$ cat src/hw/rtl/bpsd_pkg.sv
package bpsd_pkg;

	// defaults for the top level parameters
	localparam int COORD_BITS_DEF    = 10;
	localparam int CORDIC_STAGES_DEF = 16;
	localparam int TABLE_LEN         = 24;

	// configuration port
	localparam int CFG_DW = 10;
	localparam int CFG_IW = 3;

	localparam logic [CFG_IW-1:0] REG_CENTRE_X     = 3'd0;
	localparam logic [CFG_IW-1:0] REG_CENTRE_Y     = 3'd1;
	localparam logic [CFG_IW-1:0] REG_TARGET_TWO   = 3'd2;
	localparam logic [CFG_IW-1:0] REG_TARGET_THREE = 3'd3;
	localparam logic [CFG_IW-1:0] REG_TARGET_FOUR  = 3'd4;
	localparam logic [CFG_IW-1:0] REG_TARGET_FIVE  = 3'd5;
	localparam logic [CFG_IW-1:0] REG_GAIN         = 3'd6;
	localparam logic [CFG_IW-1:0] REG_STOP_OFFSET  = 3'd7;

	localparam logic [2:0] CLASS_TWO   = 3'd2;
	localparam logic [2:0] CLASS_THREE = 3'd3;
	localparam logic [2:0] CLASS_FOUR  = 3'd4;
	localparam logic [2:0] CLASS_FIVE  = 3'd5;

	// field widths
	localparam int CENTRE_W = 10;
	localparam int TGT_W    = 9;
	localparam int GAIN_W   = 8;
	localparam int OFF_W    = 7;
	localparam int DRIVE_W  = 8;
	localparam int DEG_W    = 9;
	localparam int ERR_W    = 10;
	localparam int MAG_W    = 9;

	// CORDIC number formats
	localparam int FRAC_BITS = 16;
	localparam int ZW        = 33;
	localparam logic signed [ZW-1:0] HALF_PI_Q30 = 33'sd1686629713;

	// radians (Q30) to degrees: trunc(|z| * 18000 / 314 / 2^30)
	localparam int ABSZ_W          = 32;
	localparam int DEG_MUL_W       = 15;
	localparam logic [DEG_MUL_W-1:0] DEG_MUL = 15'd18000;
	localparam int DEG_SCALE_SHIFT = 30;
	localparam int Q_W             = 17;
	localparam int DEG_DIV         = 314;
	localparam int RECIP_W         = 16;
	localparam logic [RECIP_W-1:0] RECIP_314 = 16'd53430;
	localparam int RECIP_SHIFT     = 24;
	localparam int E_W             = 9;

	// drive law
	localparam logic [DRIVE_W-1:0] DRIVE_NEUTRAL = 8'd90;
	localparam logic [DRIVE_W-1:0] DRIVE_MAX     = 8'd180;
	localparam int DEAD_BAND  = 5;
	localparam int GAIN_SHIFT = 4;

	typedef struct packed {
		logic [CENTRE_W-1:0]     centre_x;
		logic [CENTRE_W-1:0]     centre_y;
		logic signed [TGT_W-1:0] target_two;
		logic signed [TGT_W-1:0] target_three;
		logic signed [TGT_W-1:0] target_four;
		logic signed [TGT_W-1:0] target_five;
		logic [GAIN_W-1:0]       gain;
		logic [OFF_W-1:0]        stop_offset;
	} cfg_t;

	localparam cfg_t CFG_RESET = '{
		centre_x:     10'd305,
		centre_y:     10'd148,
		target_two:   -9'sd35,
		target_three: -9'sd5,
		target_four:  -9'sd140,
		target_five:  -9'sd175,
		gain:         8'd8,
		stop_offset:  7'd15
	};

	// information that rides alongside the bearing computation
	typedef struct packed {
		logic                    invalid;
		logic                    zero;
		logic signed [TGT_W-1:0] target;
	} side_t;

	// round(atan(2^-i) * 2^30)
	function automatic logic signed [ZW-1:0] atan_q30(input int unsigned idx);
		logic signed [ZW-1:0] a;
		case (idx)
			0:       a = 33'sd843314857;
			1:       a = 33'sd497837829;
			2:       a = 33'sd263043837;
			3:       a = 33'sd133525159;
			4:       a = 33'sd67021687;
			5:       a = 33'sd33543516;
			6:       a = 33'sd16775851;
			7:       a = 33'sd8388437;
			8:       a = 33'sd4194283;
			9:       a = 33'sd2097149;
			10:      a = 33'sd1048576;
			11:      a = 33'sd524288;
			12:      a = 33'sd262144;
			13:      a = 33'sd131072;
			14:      a = 33'sd65536;
			15:      a = 33'sd32768;
			16:      a = 33'sd16384;
			17:      a = 33'sd8192;
			18:      a = 33'sd4096;
			19:      a = 33'sd2048;
			20:      a = 33'sd1024;
			21:      a = 33'sd512;
			22:      a = 33'sd256;
			23:      a = 33'sd128;
			default: a = '0;
		endcase
		return a;
	endfunction

endpackage

$ cat src/hw/rtl/bpsd_drive.sv
module bpsd_drive (
	input  logic                                clk,
	input  logic [2:0]                          ld,
	input  logic signed [bpsd_pkg::DEG_W-1:0]   deg_i,
	input  bpsd_pkg::side_t                     side_i,
	input  bpsd_pkg::cfg_t                      cfg,
	output logic [bpsd_pkg::DRIVE_W-1:0]        drive_value,
	output logic                                aligned,
	output logic                                class_invalid
);

	localparam int PROD_W = bpsd_pkg::MAG_W + bpsd_pkg::GAIN_W;
	localparam int RND_W  = PROD_W + 1;
	localparam int STEP_W = PROD_W - bpsd_pkg::GAIN_SHIFT + 1;
	localparam int SUM_W  = STEP_W + 1;

	logic signed [bpsd_pkg::ERR_W-1:0] err;
	logic [bpsd_pkg::MAG_W-1:0]        mag_n;

	logic [bpsd_pkg::MAG_W-1:0] mag_s1;
	logic                       pos_s1, neg_s1, al_s1, inv_s1;

	logic [PROD_W-1:0]          prod_s2;
	logic                       pos_s2, neg_s2, al_s2, inv_s2;

	logic [STEP_W-1:0]          step_dn;
	logic [SUM_W-1:0]           up, sub;
	logic [bpsd_pkg::DRIVE_W-1:0] up_c, dn_c, drive_n;

	logic [bpsd_pkg::DRIVE_W-1:0] drive_s3;
	logic                         al_s3, inv_s3;

	always_comb begin
		err = bpsd_pkg::ERR_W'(deg_i) - bpsd_pkg::ERR_W'(side_i.target);
		mag_n = bpsd_pkg::MAG_W'(err[bpsd_pkg::ERR_W-1] ? -err : err);
	end

	always_ff @(posedge clk) begin
		if (ld[0]) begin
			mag_s1 <= mag_n;
			pos_s1 <= err > bpsd_pkg::ERR_W'(bpsd_pkg::DEAD_BAND);
			neg_s1 <= err < -bpsd_pkg::ERR_W'(bpsd_pkg::DEAD_BAND);
			al_s1  <= mag_n < bpsd_pkg::MAG_W'(bpsd_pkg::DEAD_BAND);
			inv_s1 <= side_i.invalid;
		end
	end

	always_ff @(posedge clk) begin
		if (ld[1]) begin
			prod_s2 <= PROD_W'(mag_s1) * PROD_W'(cfg.gain);
			pos_s2  <= pos_s1;
			neg_s2  <= neg_s1;
			al_s2   <= al_s1;
			inv_s2  <= inv_s1;
		end
	end

	// floor above the band, ceiling below it, then clamp to the servo range
	always_comb begin
		step_dn = STEP_W'((RND_W'(prod_s2) + RND_W'(4'hF)) >> bpsd_pkg::GAIN_SHIFT);
		up  = SUM_W'(bpsd_pkg::DRIVE_NEUTRAL) + SUM_W'(cfg.stop_offset)
			+ SUM_W'(prod_s2 >> bpsd_pkg::GAIN_SHIFT);
		sub = SUM_W'(cfg.stop_offset) + SUM_W'(step_dn);
		up_c = (up > SUM_W'(bpsd_pkg::DRIVE_MAX)) ? bpsd_pkg::DRIVE_MAX
			: bpsd_pkg::DRIVE_W'(up);
		dn_c = (sub >= SUM_W'(bpsd_pkg::DRIVE_NEUTRAL)) ? '0
			: bpsd_pkg::DRIVE_NEUTRAL - bpsd_pkg::DRIVE_W'(sub);
		if (inv_s2)
			drive_n = bpsd_pkg::DRIVE_NEUTRAL;
		else if (pos_s2)
			drive_n = up_c;
		else if (neg_s2)
			drive_n = dn_c;
		else
			drive_n = bpsd_pkg::DRIVE_NEUTRAL;
	end

	always_ff @(posedge clk) begin
		if (ld[2]) begin
			drive_s3 <= drive_n;
			al_s3    <= al_s2 && !inv_s2;
			inv_s3   <= inv_s2;
		end
	end

	assign drive_value   = drive_s3;
	assign aligned       = al_s3;
	assign class_invalid = inv_s3;

endmodule

$ cat config.mk
export PLATFORM = sky130hd
export DESIGN_NAME = bpsd_drive
export DESIGN_NICKNAME = d
export VERILOG_FILES = /design/src/hw/rtl/bpsd_pkg.sv /design/src/hw/rtl/bpsd_drive.sv
export SDC_FILE = /design/constraint.sdc
export NUM_CORES = 1
export LEC_CHECK = 0
export BUFFER_PORTS_ARGS = -buffer_cell sky130_fd_sc_hd__buf_4
export CORE_MARGIN = 4
export CORE_UTILIZATION = 55
export DETAILED_ROUTE_END_ITERATION = 8
export PLACE_DENSITY = 0.9
export SLEW_MARGIN = 20
export SYNTH_ARGS = -nofsm -noshare
export SYNTH_HDL_FRONTEND = slang
export SYNTH_SLANG_ARGS = --single-unit
$ cat constraint.sdc
create_clock -name clk -period 13.15 [get_ports clk]
set_input_delay 1.9725 -clock clk [delete_from_list [all_inputs] [get_ports clk]]
set_output_delay 1.9725 -clock clk [all_outputs]
set_load 0.05 [all_outputs]
=== Word level (Yosys, flattened, before mapping) ===
Cells that the tools add are included.

* $add $sub $neg: 7
* Multipliers: 1
* Div/mod/pow operators: 0
* Order comparisons: 5
* Eq/ne operators: 0
* Shift operators: 0
* Muxes and demuxes: 5
* Bitwise operators: 0
* Reduce and logical (&&, ||, !) cells: 2

{| class="wikitable"
|+ Operators with widths
! operator !! count
|-
| $mux 8 || 4
|-
| $add 17x4->18 const B || 1
|-
| $mul 9x8->17 || 1
|-
| $add 7x14->15 || 1
|-
| $ge 15x7->1 const B || 1
|-
| $add 8x13->14 || 1
|-
| $gt 14x8->1 const B || 1
|-
| $gt 10x4->1 const B || 1
|-
| $lt 10x4->1 const B || 1
|-
| $sub 9x9->10 || 1
|-
| $lt 9x3->1 const B || 1
|-
| $mux 9 || 1
|-
| $neg 9->9 || 1
|-
| $add 7x7->8 const A || 1
|-
| $sub 7x8->8 const A || 1
|-
| $logic_and 1x1->1 || 1
|-
| $logic_not 1->1 || 1
|}

* Register bits after elaboration: 44
* Latch bits: 0
* Bits in writable memories: 0
* ROM bits: 0
* Input bits: 95
* Memories kept: 0

=== Logic depth before layout (Yosys ltp) ===
Gate-level depths: netlist (run 1).

* Word-level depth: 6
* Gate-level depth with buffers: 18
* Depth with buffers taken out: 18

=== Worst setup path before layout (run 1) ===
No wires, ideal clock.

* Kind: input to register
* Start point: input cfg[14] in the netlist's numbering
* End point: register prod_s2[16], data pin
* Data arrival time: 5.763 ns
* Data required time: 12.890 ns
* Setup slack: 7.127 ns
* Stages: 15
* Buffers on the path: 1
* Cells stage by stage: clkbuf_1 nand2_1 fa_1 inv_1 fa_1 fa_1 fa_1 ha_1 and2_1 a31o_2 a31o_2 nor4_1 o31ai_1 a21oi_1 xnor2_1

* Word-level cells in the longest chain between the ends: 1

{| class="wikitable"
|+ RTL lines
! element !! line !! source
|-
| start: declaration || bpsd_drive.sv:6 || <nowiki>input bpsd_pkg::cfg_t cfg,</nowiki>
|-
| $mul 9x8->17 || bpsd_drive.sv:50 || <nowiki>prod_s2 <= PROD_W'(mag_s1) * PROD_W'(cfg.gain);</nowiki>
|-
| end signal: assignment || bpsd_drive.sv:50 ||
|-
| end: declaration || bpsd_drive.sv:23 || <nowiki>logic [PROD_W-1:0] prod_s2;</nowiki>
|}

No other way between the ends.
A chain may end at the register's enable or synchronous reset.

=== Worst setup path after layout (run 1) ===
Same ends and word-level chain as after synthesis.

==> results by group, run 1 <==
Floorplan
  • Chip width: 110.8 um
  • Die Footprint: 12270 um2
  • CORE AREA: 10320 um2
  • IO Pins: 105
  • Die outline height: 110.8 um
  • Initial Utilization: 56.28%
  • Rows: 37

Layout
  • Finished Layout Cells: 793
  • NumNets Final: 869
  • Antenna diodes: 0
  • Final core utilization: 61.85%
  • Sequential Area: 1321 um2
  • P&R area growth vs syn: 9.884%
  • Share of layout cells above drive strength 1: 11.87%
  • Area of the multi-input gates: 4099 um2
  • # fillers: 830
  • Design area: 6385 um2

Power
  • Switching share of power: 49.38%
  • Part of the power in combinational logic: 77.9%
  • Pwr Total: 1.681 mW
  • Sequential cell fraction of total power: 17.2%
  • Leakage: 2.911 nW
  • Internal: 0.8509 mW
  • Power Dens Cells: 263.3 nW/um2
  • Clock share of power: 4.9%
  • Maximum VDD drop: 0.1589 mV
  • Switching power: 0.8300 mW

Yosys
  • Most frequent cell after synthesis: inv_1
  • Largest cells by area after synthesis: edfxtp_1 (23%), fa_1 (16%), ha_1 (16%)
  • Syn Nets: 822
  • Top cells by count, synth: inv_1 (96), ha_1 (72), and2_1 (48)
  • Area fraction of the dominant cell type after synthesis: 22.74%
  • Synth Cell Area: 5811 um2
  • Post-synthesis cell count: 610
  • Seq/Total Area, Yosys: 22.74%
  • Synth Warn #: 0
  • Number of flops mapped to enable cells by yosys: 44
  • Synth async-reset ratio: 0%
  • Synth cell types: 68
  • Synthesis-stage register bit count: 44
  • Area leader, netlist: edfxtp_1
  • Ys flop type: edfxtp_1
  • Syn Area/Cell: 9.526 um2

Worst setup path
  • CP max-delay cell: fa_1
  • Crit path max fanout: 9
  • Worst reg2reg startpoint: mag_s1[6]
  • CP Launch Type: primary input
  • Setup Crit Path Kind: in -> reg
  • Source of the critical timing path: cfg[14]
  • CP cell instances: buf_4 -> nand2_1 -> fa_1 -> inv_1 -> fa_1 -> fa_1 -> fa_1 -> ha_1 -> and2_1 -> a31o_2 -> a31o_2 -> nor4_1 -> o31ai_1 -> a21oi_1 -> xnor2_1
  • Reg2reg path depth: 13
  • CP required: 13190 ps
  • Cell mode on critical path: fa_1
  • Crit path DAT: 5970 ps
  • Crit-path max cell delay: 550 ps
  • Worst setup EP type: flip-flop

Worst hold path
  • WHS Path Cells: 0
  • Hold Crit Start: neg_s1
  • Worst hold path class: reg -> reg

Global route
  • Grt ovf: 0
  • Number of global-route vias before repair: 4692
  • First-pass GRT wire length: 20.80 mm
  • All-Layer GR Usage: 19.84%
  • Initial antenna violation count: 0
  • Pin count of the biggest net entering global routing: 22

STA
  • Max-slew violations: 0
  • Crit path time final: 5934 ps
  • Period utilisation layout: 45.13%
  • RSZ-0062 raised after global routing: false
  • Max frequency: 0.1685 GHz
  • Final setup fails: 0
  • Final Hold Vio Count: 0
  • Total negative slack: 0 ps
  • Clock Skews: 13.00 ps
  • Worst hold slack: 425.1 ps
  • Worst Tran Pin Value: 549.2 ps
  • Max_slew headroom: 63.11%
  • Min setup slack post-route: 7216 ps

Flow run
  • MaxCap Viol Count: 0

Route
  • Post-route DRC: 0
  • WL final: 11.86 mm
  • WL per Instance: 14.95 um
  • Vias: 4528
  • Via density: 5.710
  • Final ANT Viol Nets: 0
  • Initial DRC count: 196
  • Pre-Repair DR Iteration Count: 5

Placement
  • GPL Wtd Cong: 0.9128
  • Post-Place Setup Slack: 6908 ps
  • Area post-placement: 6304 um2
  • DPL Wire Length: 10.07 mm
  • PortBufs: 47
  • Placed instance count: 786

Clock network
  • CTS Buf Count: 5
  • Clk sinks: 44
  • CTS tree: built
  • Max H-tree Level: 2
  • CTS root buf: clkbuf_8
  • Worst-path clk slew: 80 ps
  • Clk buf depth: 2
  • CTS resizes: 0
  • Postcts setup bufs: 0
  • Cts hold-fix bufs: 0
  • Clk_lat worst skew: 300 ps

Run status
  • Status: complete, no violations
-- flip-flops by register name, summed over array words and instances (netlist names) --
register and cells:
pos_s2 1, al_s1 1, neg_s1 1, al_s2 1
class_invalid 1, aligned 1, prod_s2 17, inv_s2 1
pos_s1 1, inv_s1 1, drive_value 8, mag_s1 9
neg_s2 1
-- critical path: cells and delay by family --
kind / cells / cell delay (ps)
xor+xnor: 1 / 80
simple gates: 3 / 580
compound gates: 4 / 750
buf+inv: 2 / 190
fa+ha+maj: 5 / 2400
-- power groups by stage --
stage / combinational, mW / sequential (mW) / clock [mW]
after global placement: 1.22 / 0.289 / 0
after floorplan: 1.05 / 0.275 / 0
after global routing: 1.47 / 0.296 / 0.0885
after detailed placement: 1.29 / 0.292 / 0
after CTS: 1.30 / 0.288 / 0.0842
final: 1.31 / 0.290 / 0.0820
-- final cells by class --
type | instances | share of cell area, %
clock buffer | 5 | 1.078
clock inverter | 2 | 0.1960
inverter | 96 | 5.644
multi-input combinational | 463 | 64.20
sequential | 44 | 20.69
tap | 136 | 2.665
timing repair buffer | 47 | 5.526
-- worst paths after layout --
path | to | slack [ps]
max | prod_s2[16] | 7220
min | neg_s2 | 430
max reg2reg | prod_s2[16] | 8450
min reg2reg | neg_s2 | 430
-- logic make-up after synthesis --
family | Yosys count | synth area share [%]
multiplexers | 2 | 0.3445
buffers and inverters | 103 | 6.718
flip-flops | 44 | 22.74
adder cells (fa/ha/maj) | 117 | 31.01
AND/OR/NAND/NOR | 184 | 17.57
XOR/XNOR | 50 | 7.537
AO/OA/AOI/OAI | 110 | 14.08
-- metal layers --
| metal | track usage (%) | share of wire [%] | vias to the layer above |
|---|---|---|---|
| met3 | 2.893 | 5.4 | 26 |
| li1 | - | - | 2188 |
| met4 | 6.322 | 2.3 | 0 |
| met5 | 0 | 0 | - |
| met1 | 24.18 | 41 | 2161 |
| met2 | 35.96 | 52 | 153 |
-- layout by cell type (no fill, tap or decap), types with 9 or more instances in the layout --
master	instances
inv_1	96
ha_1	72
and2_1	48
buf_4	47
nand2_1	45
fa_1	45
edfxtp_1	44
xnor2_1	35
nor2_1	24
a21oi_1	18
o21ai_0	15
xor2_1	15
nand3_1	12
nor3_1	9
(Power assumes the default switching activity.)
==> inputs of run 2 (changes only) <==
CORE_UTILIZATION = 52   (was 55)
PLACE_DENSITY = 0.89   (was 0.9)
clock period = 4.9 ns   (was 13.15 ns; I/O delays follow)
==> run 2 against run 1 <==
- combinational power increased to 2.8 times the previous value
- design area up 1.4%
- hold slack better by 17 ps
- register-to-register slack got worse by 8200 ps
- final cell count rose by 1.5%
- largest cell class unchanged
==> results by group, run 2 (same netlist as run 1, synthesis figures left out) <==
Run status
  • Status: complete, no violations

Floorplan
  • Die outline height: 113.7 um
  • IO Pins: 105
  • Chip width: 113.7 um
  • CORE AREA: 10890 um2
  • Initial Utilization: 53.37%
  • Die Footprint: 12930 um2
  • Rows: 38

Global route
  • All-Layer GR Usage: 19.53%
  • GR Util met1: 24.25%
  • Met3 GRT Util: 2.122%
  • First-pass GRT wire length: 20.88 mm
  • Grt ovf: 0
  • Busiest metal layer after global routing: met2
  • GR met2 Demand/Resource: 35.77%
  • Number of global-route vias before repair: 4597
  • Pin count of the biggest net entering global routing: 22
  • Initial antenna violation count: 0

Placement
  • PortBufs: 47
  • GPL Wtd Cong: 0.8904
  • DPL Wire Length: 10.37 mm
  • Post-Place Setup Slack: -92.29 ps

Clock network
  • Cts hold-fix bufs: 0
  • Clk_lat worst skew: 300 ps
  • Max H-tree Level: 2
  • Worst-path clk slew: 90 ps
  • CTS root buf: clkbuf_8
  • Clk sinks: 44
  • CTS Buf Count: 5
  • CTS resizes: 0
  • Clk buf depth: 2
  • CTS tree: built
  • Postcts setup bufs: 0

STA
  • Final Hold Vio Count: 0
  • Final setup fails: 0
  • Period utilisation layout: 95.45%
  • Worst Tran Pin Value: 561.1 ps
  • RSZ-0062 raised after global routing: false
  • Max-slew violations: 0
  • Max_slew headroom: 62.33%
  • Max frequency: 0.2138 GHz
  • Clock Skews: 12.59 ps
  • Min setup slack post-route: 223.2 ps
  • Crit path time final: 4677 ps
  • Worst hold slack: 442.2 ps

Worst setup path
  • Worst setup EP type: flip-flop
  • CP required: 4940 ps
  • CP Launch Type: primary input
  • Reg2reg path depth: 13
  • Crit path DAT: 4720 ps
  • Setup Crit Path Kind: in -> reg
  • Crit path max fanout: 9
  • Reg2reg end: prod_s2[16]
  • Worst reg2reg startpoint: mag_s1[6]
  • Worst R2R Setup Slack: 230 ps

Layout
  • Largest register FFs: 17
  • Final core utilization: 59.45%
  • Commonest non-fill, non-tap cells in the layout: inv_1 (96), ha_1 (72), buf_4 (54)
  • Share of layout cells above drive strength 1: 12.78%
  • Antenna diodes: 0
  • P&R area growth vs syn: 11.39%
  • NumNets Final: 876
  • # fillers: 883
  • Reg with most FFs: prod_s2
  • Most common cell after layout, fill and taps aside: inv_1

Route
  • Initial DRC count: 154
  • Via density: 5.604
  • Final ANT Viol Nets: 0
  • Post-route DRC: 0
  • Vias: 4511
  • Pre-Repair DR Iteration Count: 5
  • WL final: 12.21 mm
  • WL per Instance: 15.17 um

Worst hold path
  • WHS Path Cells: 0
  • Hold Path End: al_s2
  • Hold Crit Start: al_s1
  • Worst hold path class: reg -> reg

Power
  • Leakage: 2.960 nW
  • Power Dens Cells: 724.6 nW/um2
  • Maximum VDD drop: 0.3327 mV

Flow run
  • MaxCap Viol Count: 0
[run 2: how the worst max path moves through the flow]
stage | startpoint | endpoint | slack [ps] | cells past startpoint
6_report | cfg[14] | prod_s2[16] | 220 | 15
5_1_grt | mag_s1[3] | prod_s2[16] | 30 | 14
4_1_cts | cfg[14] | prod_s2[16] | 240 | 15
3_5_place_dp | cfg[14] | prod_s2[16] | -90 | 15
3_3_place_gp | cfg[14] | prod_s2[16] | 80 | 16
2_1_floorplan | cfg[14] | prod_s2[16] | 110 | 15
[run 2: critical path, cell delays in order]
cell	delay, ps
buf_4	130
nand2_1	90
fa_1	550
inv_1	60
fa_1	510
fa_1	530
fa_1	450
ha_1	330
and2_1	170
a31o_2	210
a31o_2	220
nor4_1	320
o31ai_1	140
a21oi_1	190
xnor2_1	90
[run 2: layout make-up]
type / instances / area [um2] / share of cell area [%]
multi-input combinational: 463 / 4099 / 63.33
sequential: 44 / 1321 / 20.41
timing repair buffer: 54 / 405.4 / 6.263
inverter: 96 / 360.3 / 5.567
tap: 140 / 175.2 / 2.706
clock buffer: 5 / 68.82 / 1.063
clock inverter: 3 / 42.54 / 0.6573
[run 2: through the flow]
step                setup TNS (ps)  power (mW)  cell area [um2]  std cells
floorplan                        0       3.546             5811        610
global placement                 0       4.175             6361        797
detailed placement          -92.29       4.389             6361        797
CTS                              0       4.692             6472        805
global route                     0       5.185             6472        805
finish                           0       4.690             6472        805
[run 2: metal layers]
metal	wire length, um	up-vias	share of wire (%)
met2	6379	148	52
met3	512	20	4.2
met4	208	0	1.7
met1	5109	2144	42
li1	-	2199	-
met5	0	-	0
[run 2: where the power goes]
group | total (mW) | switching (mW) | internal (mW)
Clock | 0.281 | 0.130 | 0.151
Sequential | 0.770 | 0.127 | 0.643
Combinational | 3.64 | 1.98 | 1.66
